**config.mk**
```make
export PLATFORM = sky130hd
export DESIGN_NAME = charlieplex_led_matrix_scanner
export DESIGN_NICKNAME = d
export VERILOG_FILES = /design/src/rtl/clms_pkg.sv /design/src/rtl/charlieplex_led_matrix_scanner.sv
export SDC_FILE = /design/constraint.sdc
export NUM_CORES = 2
export LEC_CHECK = 0
export BUFFER_PORTS_ARGS = -buffer_cell sky130_fd_sc_hd__buf_4
export CORE_MARGIN = 3
export CORE_UTILIZATION = 61
export CTS_CLUSTER_SIZE = 10
export DETAILED_ROUTE_END_ITERATION = 10
export GPL_ROUTABILITY_DRIVEN = 0
export PLACE_DENSITY_LB_ADDON = 0.1
export SLEW_MARGIN = 10
export SYNTH_ARGS = -nofsm -noshare
export SYNTH_HDL_FRONTEND = slang
export SYNTH_SLANG_ARGS = --single-unit
```
**constraint.sdc**
```tcl
create_clock -name aclk -period 11.3 [get_ports aclk]
set_clock_uncertainty 0.05 [all_clocks]
set_input_delay 0.565 -clock aclk [delete_from_list [all_inputs] [get_ports aclk]]
set_output_delay 0.565 -clock aclk [all_outputs]
set_load 0.05 [all_outputs]
```
**src/rtl/clms_pkg.sv**
```systemverilog
// Shared types and constants for the charlieplexed LED matrix scanner.
// Holds the transfer payload structs, action codes and parameter defaults.
// No dependencies.
`default_nettype none

package clms_pkg;

    // Parameter defaults
    localparam int MATRIX_WIDTH_DEF  = 8;
    localparam int MATRIX_HEIGHT_DEF = 8;
    localparam int LEVEL_BITS_DEF    = 4;

    // Scan coordinates and pin indices always fit in four bits
    localparam int COORD_W = 4;

    // Swap fires once the distance to the target leaves this window
    localparam logic [31:0] SWAP_WINDOW = 32'h0000_FFFF;

    // Action codes
    localparam logic [1:0] ACT_TICK  = 2'd0;
    localparam logic [1:0] ACT_WRITE = 2'd1;
    localparam logic [1:0] ACT_CLEAR = 2'd2;
    localparam logic [1:0] ACT_SWAP  = 2'd3;

    typedef struct packed {
        logic [1:0]  action;
        logic [7:0]  column;
        logic [7:0]  row;
        logic [7:0]  level_in;
        logic [31:0] target_frame;
    } in_item_t;

    typedef struct packed {
        logic        drive_on;
        logic [3:0]  high_pin;
        logic [3:0]  low_pin;
        logic [31:0] frame_total;
        logic        swap_pending;
        logic        swapped_now;
        logic [31:0] swap_frame;
    } out_item_t;

endpackage

`default_nettype wire

```
**src/rtl/charlieplex_led_matrix_scanner.sv**
```systemverilog
// Top level of the charlieplexed LED matrix scanner with double-buffered PWM.
// Depends on clms_pkg for payload structs, action codes and defaults.
`default_nettype none

// Usage
// - Input channel (s_valid/s_ready/s_item) carries one action per transfer:
//   scan tick, pixel write into the back buffer, back-buffer clear, or a
//   swap request with a target frame number.
// - Result channel (m_valid/m_ready/m_item) returns exactly one result per
//   input transfer, in order: pin pair and drive enable for ticks, plus the
//   frame count and swap status for every action.
// - The input transfer is held in the input register, then its result goes
//   to the result register, which drives m_valid.
//   Throughput: one item per cycle while the receiver does not stall, set by
//   the single pass from the input register through the scan/compare logic
//   to the result register; the pixel memory is read ahead at the next scan
//   position so its registered read data is ready when the tick arrives.
// - Reset (aresetn low, synchronous): scan position, level 1, frame count,
//   swap state and both buffers' valid bits clear, so every pixel reads dark.
//   No clearing pass is needed.
// - When the receiver stalls, the result register holds its item and the
//   input register takes one more item; after that s_ready drops.
module charlieplex_led_matrix_scanner
    import clms_pkg::*;
#(
    parameter int MATRIX_WIDTH  = MATRIX_WIDTH_DEF,
    parameter int MATRIX_HEIGHT = MATRIX_HEIGHT_DEF,
    parameter int LEVEL_BITS    = LEVEL_BITS_DEF
) (
    input  wire        aclk,
    input  wire        aresetn,

    input  wire        s_valid,
    output logic       s_ready,
    input  wire in_item_t s_item,

    output logic       m_valid,
    input  wire        m_ready,
    output out_item_t  m_item
);

    localparam int PIX_COUNT = MATRIX_WIDTH * MATRIX_HEIGHT;
    localparam int IDX_W     = $clog2(PIX_COUNT);
    localparam int BANK_ROWS = 2 ** IDX_W;

    localparam logic [COORD_W-1:0]    X_LAST    = COORD_W'(MATRIX_WIDTH - 1);
    localparam logic [COORD_W-1:0]    Y_LAST    = COORD_W'(MATRIX_HEIGHT - 1);
    localparam logic [7:0]            WIDTH_LIM = 8'(MATRIX_WIDTH);
    localparam logic [7:0]            HEIGHT_LIM = 8'(MATRIX_HEIGHT);
    localparam logic [LEVEL_BITS-1:0] LEVEL_TOP = {LEVEL_BITS{1'b1}};
    localparam logic [LEVEL_BITS-1:0] LEVEL_ONE = LEVEL_BITS'(1);

    // Input register
    in_item_t  in_reg;
    logic      in_vld_reg;

    // Result register
    out_item_t out_reg, out_next;
    logic      out_vld_reg;

    // Scanner state
    logic                  front_reg, front_next;
    logic [COORD_W-1:0]    col_reg, col_next;
    logic [COORD_W-1:0]    row_reg, row_next;
    logic [IDX_W-1:0]      idx_reg, idx_next;
    logic [LEVEL_BITS-1:0] lvl_reg, lvl_next;
    logic [31:0]           frame_reg, frame_next;
    logic [31:0]           target_reg, target_next;
    logic                  req_reg, req_next;

    // Pixel memory: bank in the top address bit, pixel index below
    logic [LEVEL_BITS-1:0] pix_mem [2*BANK_ROWS];
    logic [1:0][BANK_ROWS-1:0] vld_reg;
    logic [LEVEL_BITS-1:0] rd_pix_reg;
    logic                  rd_vld_reg;

    logic                  advance;
    logic                  back_bank;
    logic                  wr_en;
    logic                  clr_en;
    logic [IDX_W-1:0]      wr_idx;
    logic [LEVEL_BITS-1:0] cur_pix;
    logic [COORD_W-1:0]    pin_lo;
    logic [31:0]           frame_inc;
    logic [31:0]           swap_dist;

    // Take a new item when the input register is empty or moving on
    assign advance   = in_vld_reg && (!out_vld_reg || m_ready);
    assign s_ready   = !in_vld_reg || advance;
    assign m_valid   = out_vld_reg;
    assign m_item    = out_reg;
    assign back_bank = ~front_reg;

    // Pixel write target: column-major index, out-of-range writes dropped
    assign wr_idx = IDX_W'(in_reg.column[COORD_W-1:0] * MATRIX_HEIGHT)
                  + IDX_W'(in_reg.row[COORD_W-1:0]);
    assign wr_en  = advance && (in_reg.action == ACT_WRITE)
                  && (in_reg.column < WIDTH_LIM) && (in_reg.row < HEIGHT_LIM);
    assign clr_en = advance && (in_reg.action == ACT_CLEAR);

    // Unwritten or cleared pixels read as dark
    assign cur_pix   = rd_vld_reg ? rd_pix_reg : '0;
    assign pin_lo    = X_LAST - col_reg;
    assign frame_inc = frame_reg + 32'd1;
    assign swap_dist = target_reg - frame_inc;

    always_comb begin
        front_next  = front_reg;
        col_next    = col_reg;
        row_next    = row_reg;
        idx_next    = idx_reg;
        lvl_next    = lvl_reg;
        frame_next  = frame_reg;
        target_next = target_reg;
        req_next    = req_reg;
        out_next    = '0;

        if (advance) begin
            case (in_reg.action)
                ACT_TICK: begin
                    out_next.drive_on = (cur_pix >= lvl_reg);
                    out_next.low_pin  = pin_lo;
                    out_next.high_pin = (row_reg >= pin_lo) ? row_reg + 4'd1 : row_reg;

                    // Advance row inside column, column inside level, level inside frame
                    if (row_reg == Y_LAST) begin
                        row_next = '0;
                        if (col_reg == X_LAST) begin
                            col_next = '0;
                            idx_next = '0;
                            if (lvl_reg == LEVEL_TOP) begin
                                lvl_next   = LEVEL_ONE;
                                frame_next = frame_inc;
                                if (req_reg && (swap_dist > SWAP_WINDOW)) begin
                                    front_next           = back_bank;
                                    target_next          = frame_inc;
                                    req_next             = 1'b0;
                                    out_next.swapped_now = 1'b1;
                                end
                            end else begin
                                lvl_next = lvl_reg + LEVEL_ONE;
                            end
                        end else begin
                            col_next = col_reg + 4'd1;
                            idx_next = idx_reg + IDX_W'(1);
                        end
                    end else begin
                        row_next = row_reg + 4'd1;
                        idx_next = idx_reg + IDX_W'(1);
                    end
                end
                ACT_SWAP: begin
                    // A repeated request replaces the target and stays pending
                    target_next = in_reg.target_frame;
                    req_next    = 1'b1;
                end
                default: begin
                    // Writes and clears touch only the back buffer
                end
            endcase
            out_next.frame_total  = frame_next;
            out_next.swap_pending = req_next;
            out_next.swap_frame   = target_next;
        end
    end

    // Input and result registers
    always_ff @(posedge aclk) begin
        if (!aresetn) begin
            in_vld_reg  <= 1'b0;
            out_vld_reg <= 1'b0;
        end else begin
            if (s_valid && s_ready) begin
                in_vld_reg <= 1'b1;
            end else if (advance) begin
                in_vld_reg <= 1'b0;
            end
            if (advance) begin
                out_vld_reg <= 1'b1;
            end else if (m_ready) begin
                out_vld_reg <= 1'b0;
            end
        end
    end

    always_ff @(posedge aclk) begin
        if (s_valid && s_ready) begin
            in_reg <= s_item;
        end
        if (advance) begin
            out_reg <= out_next;
        end
    end

    // Scanner state
    always_ff @(posedge aclk) begin
        if (!aresetn) begin
            front_reg  <= 1'b0;
            col_reg    <= '0;
            row_reg    <= '0;
            idx_reg    <= '0;
            lvl_reg    <= LEVEL_ONE;
            frame_reg  <= '0;
            target_reg <= '0;
            req_reg    <= 1'b0;
        end else begin
            front_reg  <= front_next;
            col_reg    <= col_next;
            row_reg    <= row_next;
            idx_reg    <= idx_next;
            lvl_reg    <= lvl_next;
            frame_reg  <= frame_next;
            target_reg <= target_next;
            req_reg    <= req_next;
        end
    end

    // Valid bits: clear whole back buffer at once, set on write
    always_ff @(posedge aclk) begin
        if (!aresetn) begin
            vld_reg    <= '0;
            rd_vld_reg <= 1'b0;
        end else begin
            if (clr_en) begin
                vld_reg[back_bank] <= '0;
            end else if (wr_en) begin
                vld_reg[back_bank][wr_idx] <= 1'b1;
            end
            // Read ahead at the position the next tick will visit
            rd_vld_reg <= vld_reg[front_next][idx_next];
        end
    end

    // Pixel memory: one write port (back buffer), one registered read (front)
    always_ff @(posedge aclk) begin
        if (wr_en) begin
            pix_mem[{back_bank, wr_idx}] <= in_reg.level_in[LEVEL_BITS-1:0];
        end
        rd_pix_reg <= pix_mem[{front_next, idx_next}];
    end

endmodule

`default_nettype wire

```
# Word-level counts from Yosys, hierarchy flattened
# Memories as Yosys holds them, arrays and structs flattened. A register that Yosys moved wholly into a read port is not among the register bits.
# Index checks and enable logic that the tools add are counted.
totals:
  mem_count: 1
  wordCells: 124
  output_inout_bits: 77
  mem_bits_rw: 512
  reg_bits: 344
  in_bits: 62
op_classes:
  n_reduce_logical: 21
  bitwise_logic: 4
  n_eq_ne: 6
  mux: 48
  addsub: 8
  magnitude_cmp: 11
memory_table:
  columns: ["memory", "words", "width", "rd", "rd_clocked_by_memory_dff", "wr", "line", "rtl"]
  rows:
  - ["pix_mem", 128, 4, 1, 1, 1, "charlieplex_led_matrix_scanner.sv:72", "logic [LEVEL_BITS-1:0] pix_mem [2*BANK_ROWS];"]
ops:
  columns: ["op", "n"]
  rows:
  - ["128-bit two-way mux", 2]
  - ["32-bit two-way mux", 8]
  - ["64-bit two-way mux", 4]
  - ["128-bit AND", 1]
  - ["64-bit demux with 1-bit select", 2]
  - ["128-bit inverter", 1]
  - ["128-bit bitwise OR", 1]
  - ["32-bit case mux with 2 select lines", 1]
  - ["32-bit by 1-bit adder with 32-bit output (second input constant)", 1]
  - ["32-bit by 16-bit greater-than comparator with 1-bit output (second input constant)", 1]
  - ["32-bit subtractor", 1]
  - ["6-bit two-way mux", 4]
  - ["4-bit two-way mux", 5]
  - ["1-bit two-way mux", 19]
  - ["8-bit by 4-bit less-than comparator with 1-bit output (second input constant)", 2]
  - ["6-bit by 7-bit less-than comparator with 1-bit output (second input constant)", 2]
  - ["4-bit by 1-bit adder with 4-bit output (second input constant)", 3]
  - ["1-bit logical AND", 9]
  - ["4-bit by 3-bit equality test with 1-bit output (second input constant)", 2]
  - ["4-bit greater-or-equal comparator", 2]
  - ["4-bit AND reduction", 2]
  - ["6-bit by 1-bit adder with 6-bit output (second input constant)", 1]
  - ["6-bit by 4-bit adder with 6-bit output", 1]
  - ["1-bit binary-select mux with 6-bit select", 1]
  - ["16 further kinds", 22]

# Logic depth before layout (Yosys ltp)
depth:
  word_depth: 14
  depth_mapped: 28

# Worst setup path before layout
# No wires, ideal clock.
synth_path:
  kind: "register to register"
  startpoint: "register frame_reg[0]"
  endpoint: "register rd_vld_reg"
  stages_incl_launch_ff: 26
  n_path_buf: 3
  setup_slack_ns: 5.461
  t_arrival_ns: 5.661
  synth_period_minus_slack_ns: 5.839
  cell_sequence: "dfxtp_1 -> ha_1 -> nand3_1 -> or4_1 -> buf_2 -> buf_6 -> nor2_1 -> nand3_1 -> nor2_1 -> nand3_1 -> xor2_1 -> ha_1 -> a21o_1 -> a21oi_1 -> a21oi_1 -> a211oi_1 -> nand4_1 -> nor4_1 -> and4_1 -> a31oi_4 -> xnor2_4 -> buf_6 -> mux4_2 -> a31o_1 -> a211oi_2 -> o32ai_2"
synth_via:
  elab_chain_cells: 14
synth_lines:
  columns: ["element", "line", "rtl"]
  rows:
  - ["from (decl)", "charlieplex_led_matrix_scanner.sv:67", "logic [31:0] frame_reg, frame_next;"]
  - ["from (signal assigned)", "charlieplex_led_matrix_scanner.sv:212", "frame_reg <= frame_next;"]
  - ["32-bit by 1-bit adder with 32-bit output", "charlieplex_led_matrix_scanner.sv:104", "assign frame_inc = frame_reg + 32'd1;"]
  - ["32-bit subtractor", "charlieplex_led_matrix_scanner.sv:105", "assign swap_dist = target_reg - frame_inc;"]
  - ["32-bit by 16-bit greater-than comparator with 1-bit output", "charlieplex_led_matrix_scanner.sv:134", "if (req_reg && (swap_dist > SWAP_WINDOW)) begin"]
  - ["1-bit logical AND", "charlieplex_led_matrix_scanner.sv:134", null]
  - ["1-bit two-way mux", "charlieplex_led_matrix_scanner.sv:134", null]
  - ["1-bit two-way mux", "charlieplex_led_matrix_scanner.sv:131", "if (lvl_reg == LEVEL_TOP) begin"]
  - ["1-bit two-way mux", "charlieplex_led_matrix_scanner.sv:128", "if (col_reg == X_LAST) begin"]
  - ["1-bit two-way mux", "charlieplex_led_matrix_scanner.sv:126", "if (row_reg == Y_LAST) begin"]
  - ["1-bit two-way mux", "charlieplex_led_matrix_scanner.sv:119", "case (in_reg.action)"]
  - ["1-bit two-way mux", "charlieplex_led_matrix_scanner.sv:118", "if (advance) begin"]
  - ["64-bit two-way mux (implied by the code) (2 in series)", "charlieplex_led_matrix_scanner.sv:230", "rd_vld_reg <= vld_reg[front_next][idx_next];"]
  - ["1-bit binary-select mux with 6-bit select", "charlieplex_led_matrix_scanner.sv:230", null]
  - ["1-bit two-way mux (implied by the code)", "charlieplex_led_matrix_scanner.sv:230", null]
  - ["to (signal assigned)", "charlieplex_led_matrix_scanner.sv:230", null]
  - ["to (decl)", "charlieplex_led_matrix_scanner.sv:75", "logic rd_vld_reg;"]
# Every way passes these cells. The select of a mux whose other input is x is not followed.
# A chain may end at the register's enable or synchronous reset.

# Final worst setup path
layout_path:
  startpoint: "register frame_reg[7]"
  endpoint: "register rd_vld_reg"
# Same word-level chain as after synthesis.

==> metrics <==
Core Util, Final=69.3%; RSZ-0062 raised after global routing=false; Residual DRC=0; Synth Warn #=0; number of max-slew violations in the final report=0; Final setup viols=0; DR vias=29214; H-tree Lvls=3; crit-path max FO=45; cts hold-fix bufs=0; HP Class=input pin to register; Synth Register Bits=860; cell taking the most area after synthesis=edfxtp_1; vias in the first global route=roughly 28000; Post-synth EDFFs=641; Routed WL per cell=22.2 um; row count=approximately 90; Syn Nets=3777; Syn Inst Count=3684; Reg-to-Reg End=rd_vld_reg; clk buf depth=3; Hold Crit Start=s_item[35]; period utilization=between 70% and 80%; CTS tree=yes; core area=between 60000 and 70000 um^2; Resized cells post-CTS=0; top cell type's share of synthesized area=about half; Final Hold Fails=0; critical path launch point type=register; proportion of layout cells with a drive suffix above 1=9.73%; Worst setup EP type=register; DRT iter0 DRCs=around 3300; Die ar.=about 66000 um^2; Peak supply drop=128 uV; Ports=139; nets=3828; vias per cell=6.31; origin of the critical flop-to-flop path=frame_reg[7]; Hold Path Sink=in_reg[35]; Seq/Total Area, Yosys=approximately three fifths; min Tclk post-route=8.10 ns; Max-cap violations=0; reg2reg setup slack=~3.2 ns; drt first pass iters=8; CTS clock-pin slew for the worst setup and hold paths=around 0.06 ns; critical path required time=between 10 and 15 ns; final std cells w/o fill=4631; hold path cells=1; setup_tns=0 ns; initial antenna violation count=0; Die Wd=258 um; fmax=123 MHz; CTS Buf Count=97; normalized max-slew margin=between 10 and 15%; R2R depth=23; Post-Syn Area=38600 um^2; post-CTS setup buffers=0; GR Util All Layers=30.4%; power per cell area=157 nW/um^2; Layout area overhead=11.5%; CTS Root Cell=clkbuf_16; Die H=258 um; max reg flops=512; overflow left after global routing=0; syn_area_per_cell=between 10 and 15 um^2; Antenna Violating Nets Remaining=0; insertion delay to the later sink of the worst-skew pair=0.65 ns; synth unique cells=101; post-DP HPWL=62600 um; Synth Flop Type=edfxtp_1; kind of critical path=register to register; PortBufs=134; Ant. Diodes=0; top cells by area, synth=edfxtp_1 (50%), dfxtp_1 (11%), nand2_1 (7.1%), nor2_1 (4.2%), nand3_1 (3.7%); status=complete, no violations; placed insts=4473; pin count of the biggest net entering global routing=230; worst endpoint data arrival time=8.56 ns; Slew @ Worst Pin=1.28 ns; Clock Sink Count=860; asr flop ratio synth=0%; Leak Pwr=roughly 15 nW; first-pass GRT wire length=159000 um; DRT Wirelength=between 100000 and 150000 um; Starting Density=62.2%
## synth_stat cells, drive strengths merged (6+ instances only)
cell and instances:
and2 16, a22oi 17, nor2 436, a21oi 199
mux2i 29, and3b 6, a31o 6, dfxtp 219
a21o 17, ha 30, o211ai 9, nor3 89
o31a 12, or4 8, or3 17, or2 7
nor2b 9, nand3 282, o31ai 7, a32oi 7
xnor3 8, nor4 24, a311oi 86, a31oi 41
clkbuf 196, o2111ai 7, a211o 7, edfxtp 641
xor2 40, and3 56, buf 48, xnor2 71
and4 8, nand2 733, nand4 33, a211oi 31
inv 38, nand2b 16, maj3 9, o21ai 91
## cell usage in the layout (no fill, tap or decap), types with 67 or more instances in the layout
cell type and n:
a21oi_1 196, nor3_1 85, edfxtp_1 641, o21ai_0 76
nand3_1 282, clkbuf_16 97, nor2_1 431, xnor2_1 67
nand2_1 733, a311oi_1 85, dfxtp_1 219, buf_4 195
## power breakdown
part | leakage (nW) | internal (mW) | total, mW | switching [mW]
registers | 7.60 | 3.43 | 3.46 | 0.0258
logic | 6.18 | 0.157 | 0.511 | 0.354
clock network | 1.32 | 1.60 | 2.80 | 1.20
total | 15.1 | 5.18 | 6.77 | 1.58
## per-layer routing
layer  global-route usage [%]  routed length [um]
met1                     40.2               40500
met2                     50.2               49300
met3                     4.58                8540
met4                     13.5                4400
met5                        0                   0
## worst max-delay path by stage
stage,startpoint,end,slack (ns),depth (start not counted)
floorplan,frame_reg[0],rd_vld_reg,5.46,25
global placement,frame_reg[7],rd_vld_reg,3.60,23
detailed placement,frame_reg[7],rd_vld_reg,3.43,23
CTS,frame_reg[7],rd_vld_reg,3.39,23
global route,frame_reg[7],rd_vld_reg,2.76,23
finish,frame_reg[7],rd_vld_reg,3.20,23
## critical path: stages, from the launching register on
cell	delay (ns)
dfxtp_1	0.70
nand4_4	0.29
or4_1	0.92
nor2_1	0.39
nand3_1	0.27
nor2_1	0.39
xnor2_1	0.16
ha_1	0.61
nand3_1	0.25
o41ai_1	0.44
nor3_1	0.12
a2bb2oi_1	0.27
o2bb2ai_1	0.15
nor3_1	0.08
xnor2_1	0.22
nor3_2	0.08
a31oi_4	0.61
xnor2_4	0.17
buf_4	0.56
mux2_2	0.40
a221oi_1	0.27
a211oi_1	0.11
a211oi_2	0.31
o32ai_2	0.14
## per-stage QoR
stage	instance area [um^2]	total power [mW]	setup slack (ns)	hold WS, ns
after floorplan	38600	3.86	5.46	0.379
after global placement	40300	4.01	3.60	0.390
after detailed placement	40300	4.02	3.43	0.402
after CTS	43100	6.79	3.39	0.00732
after global routing	43100	6.98	2.76	0.0152
final	43100	6.77	3.20	0.0375
## cells by family after synthesis
family,count (synthesis),synth area share [%]
and+or+nand+nor,1752,20.2
adders and majority gates,40,1.26
muxes,33,0.897
buffers and inverters,283,2.95
AOI/OAI and AO/OA,596,10.4
DFF,860,61.2
xor gates and xnor gates,120,3.15
## cell type report
type | instances | area [um^2]
clock buffers | 149 | 2630
clock inverters | 9 | 148
fillers | 4557 | 19100
inverters | 39 | 149
multi-input cells | 2541 | 14000
flip-flops and latches | 860 | 23600
well taps | 837 | 1050
repair buffers | 196 | 1480
Power figures use the tool's default switching activity.
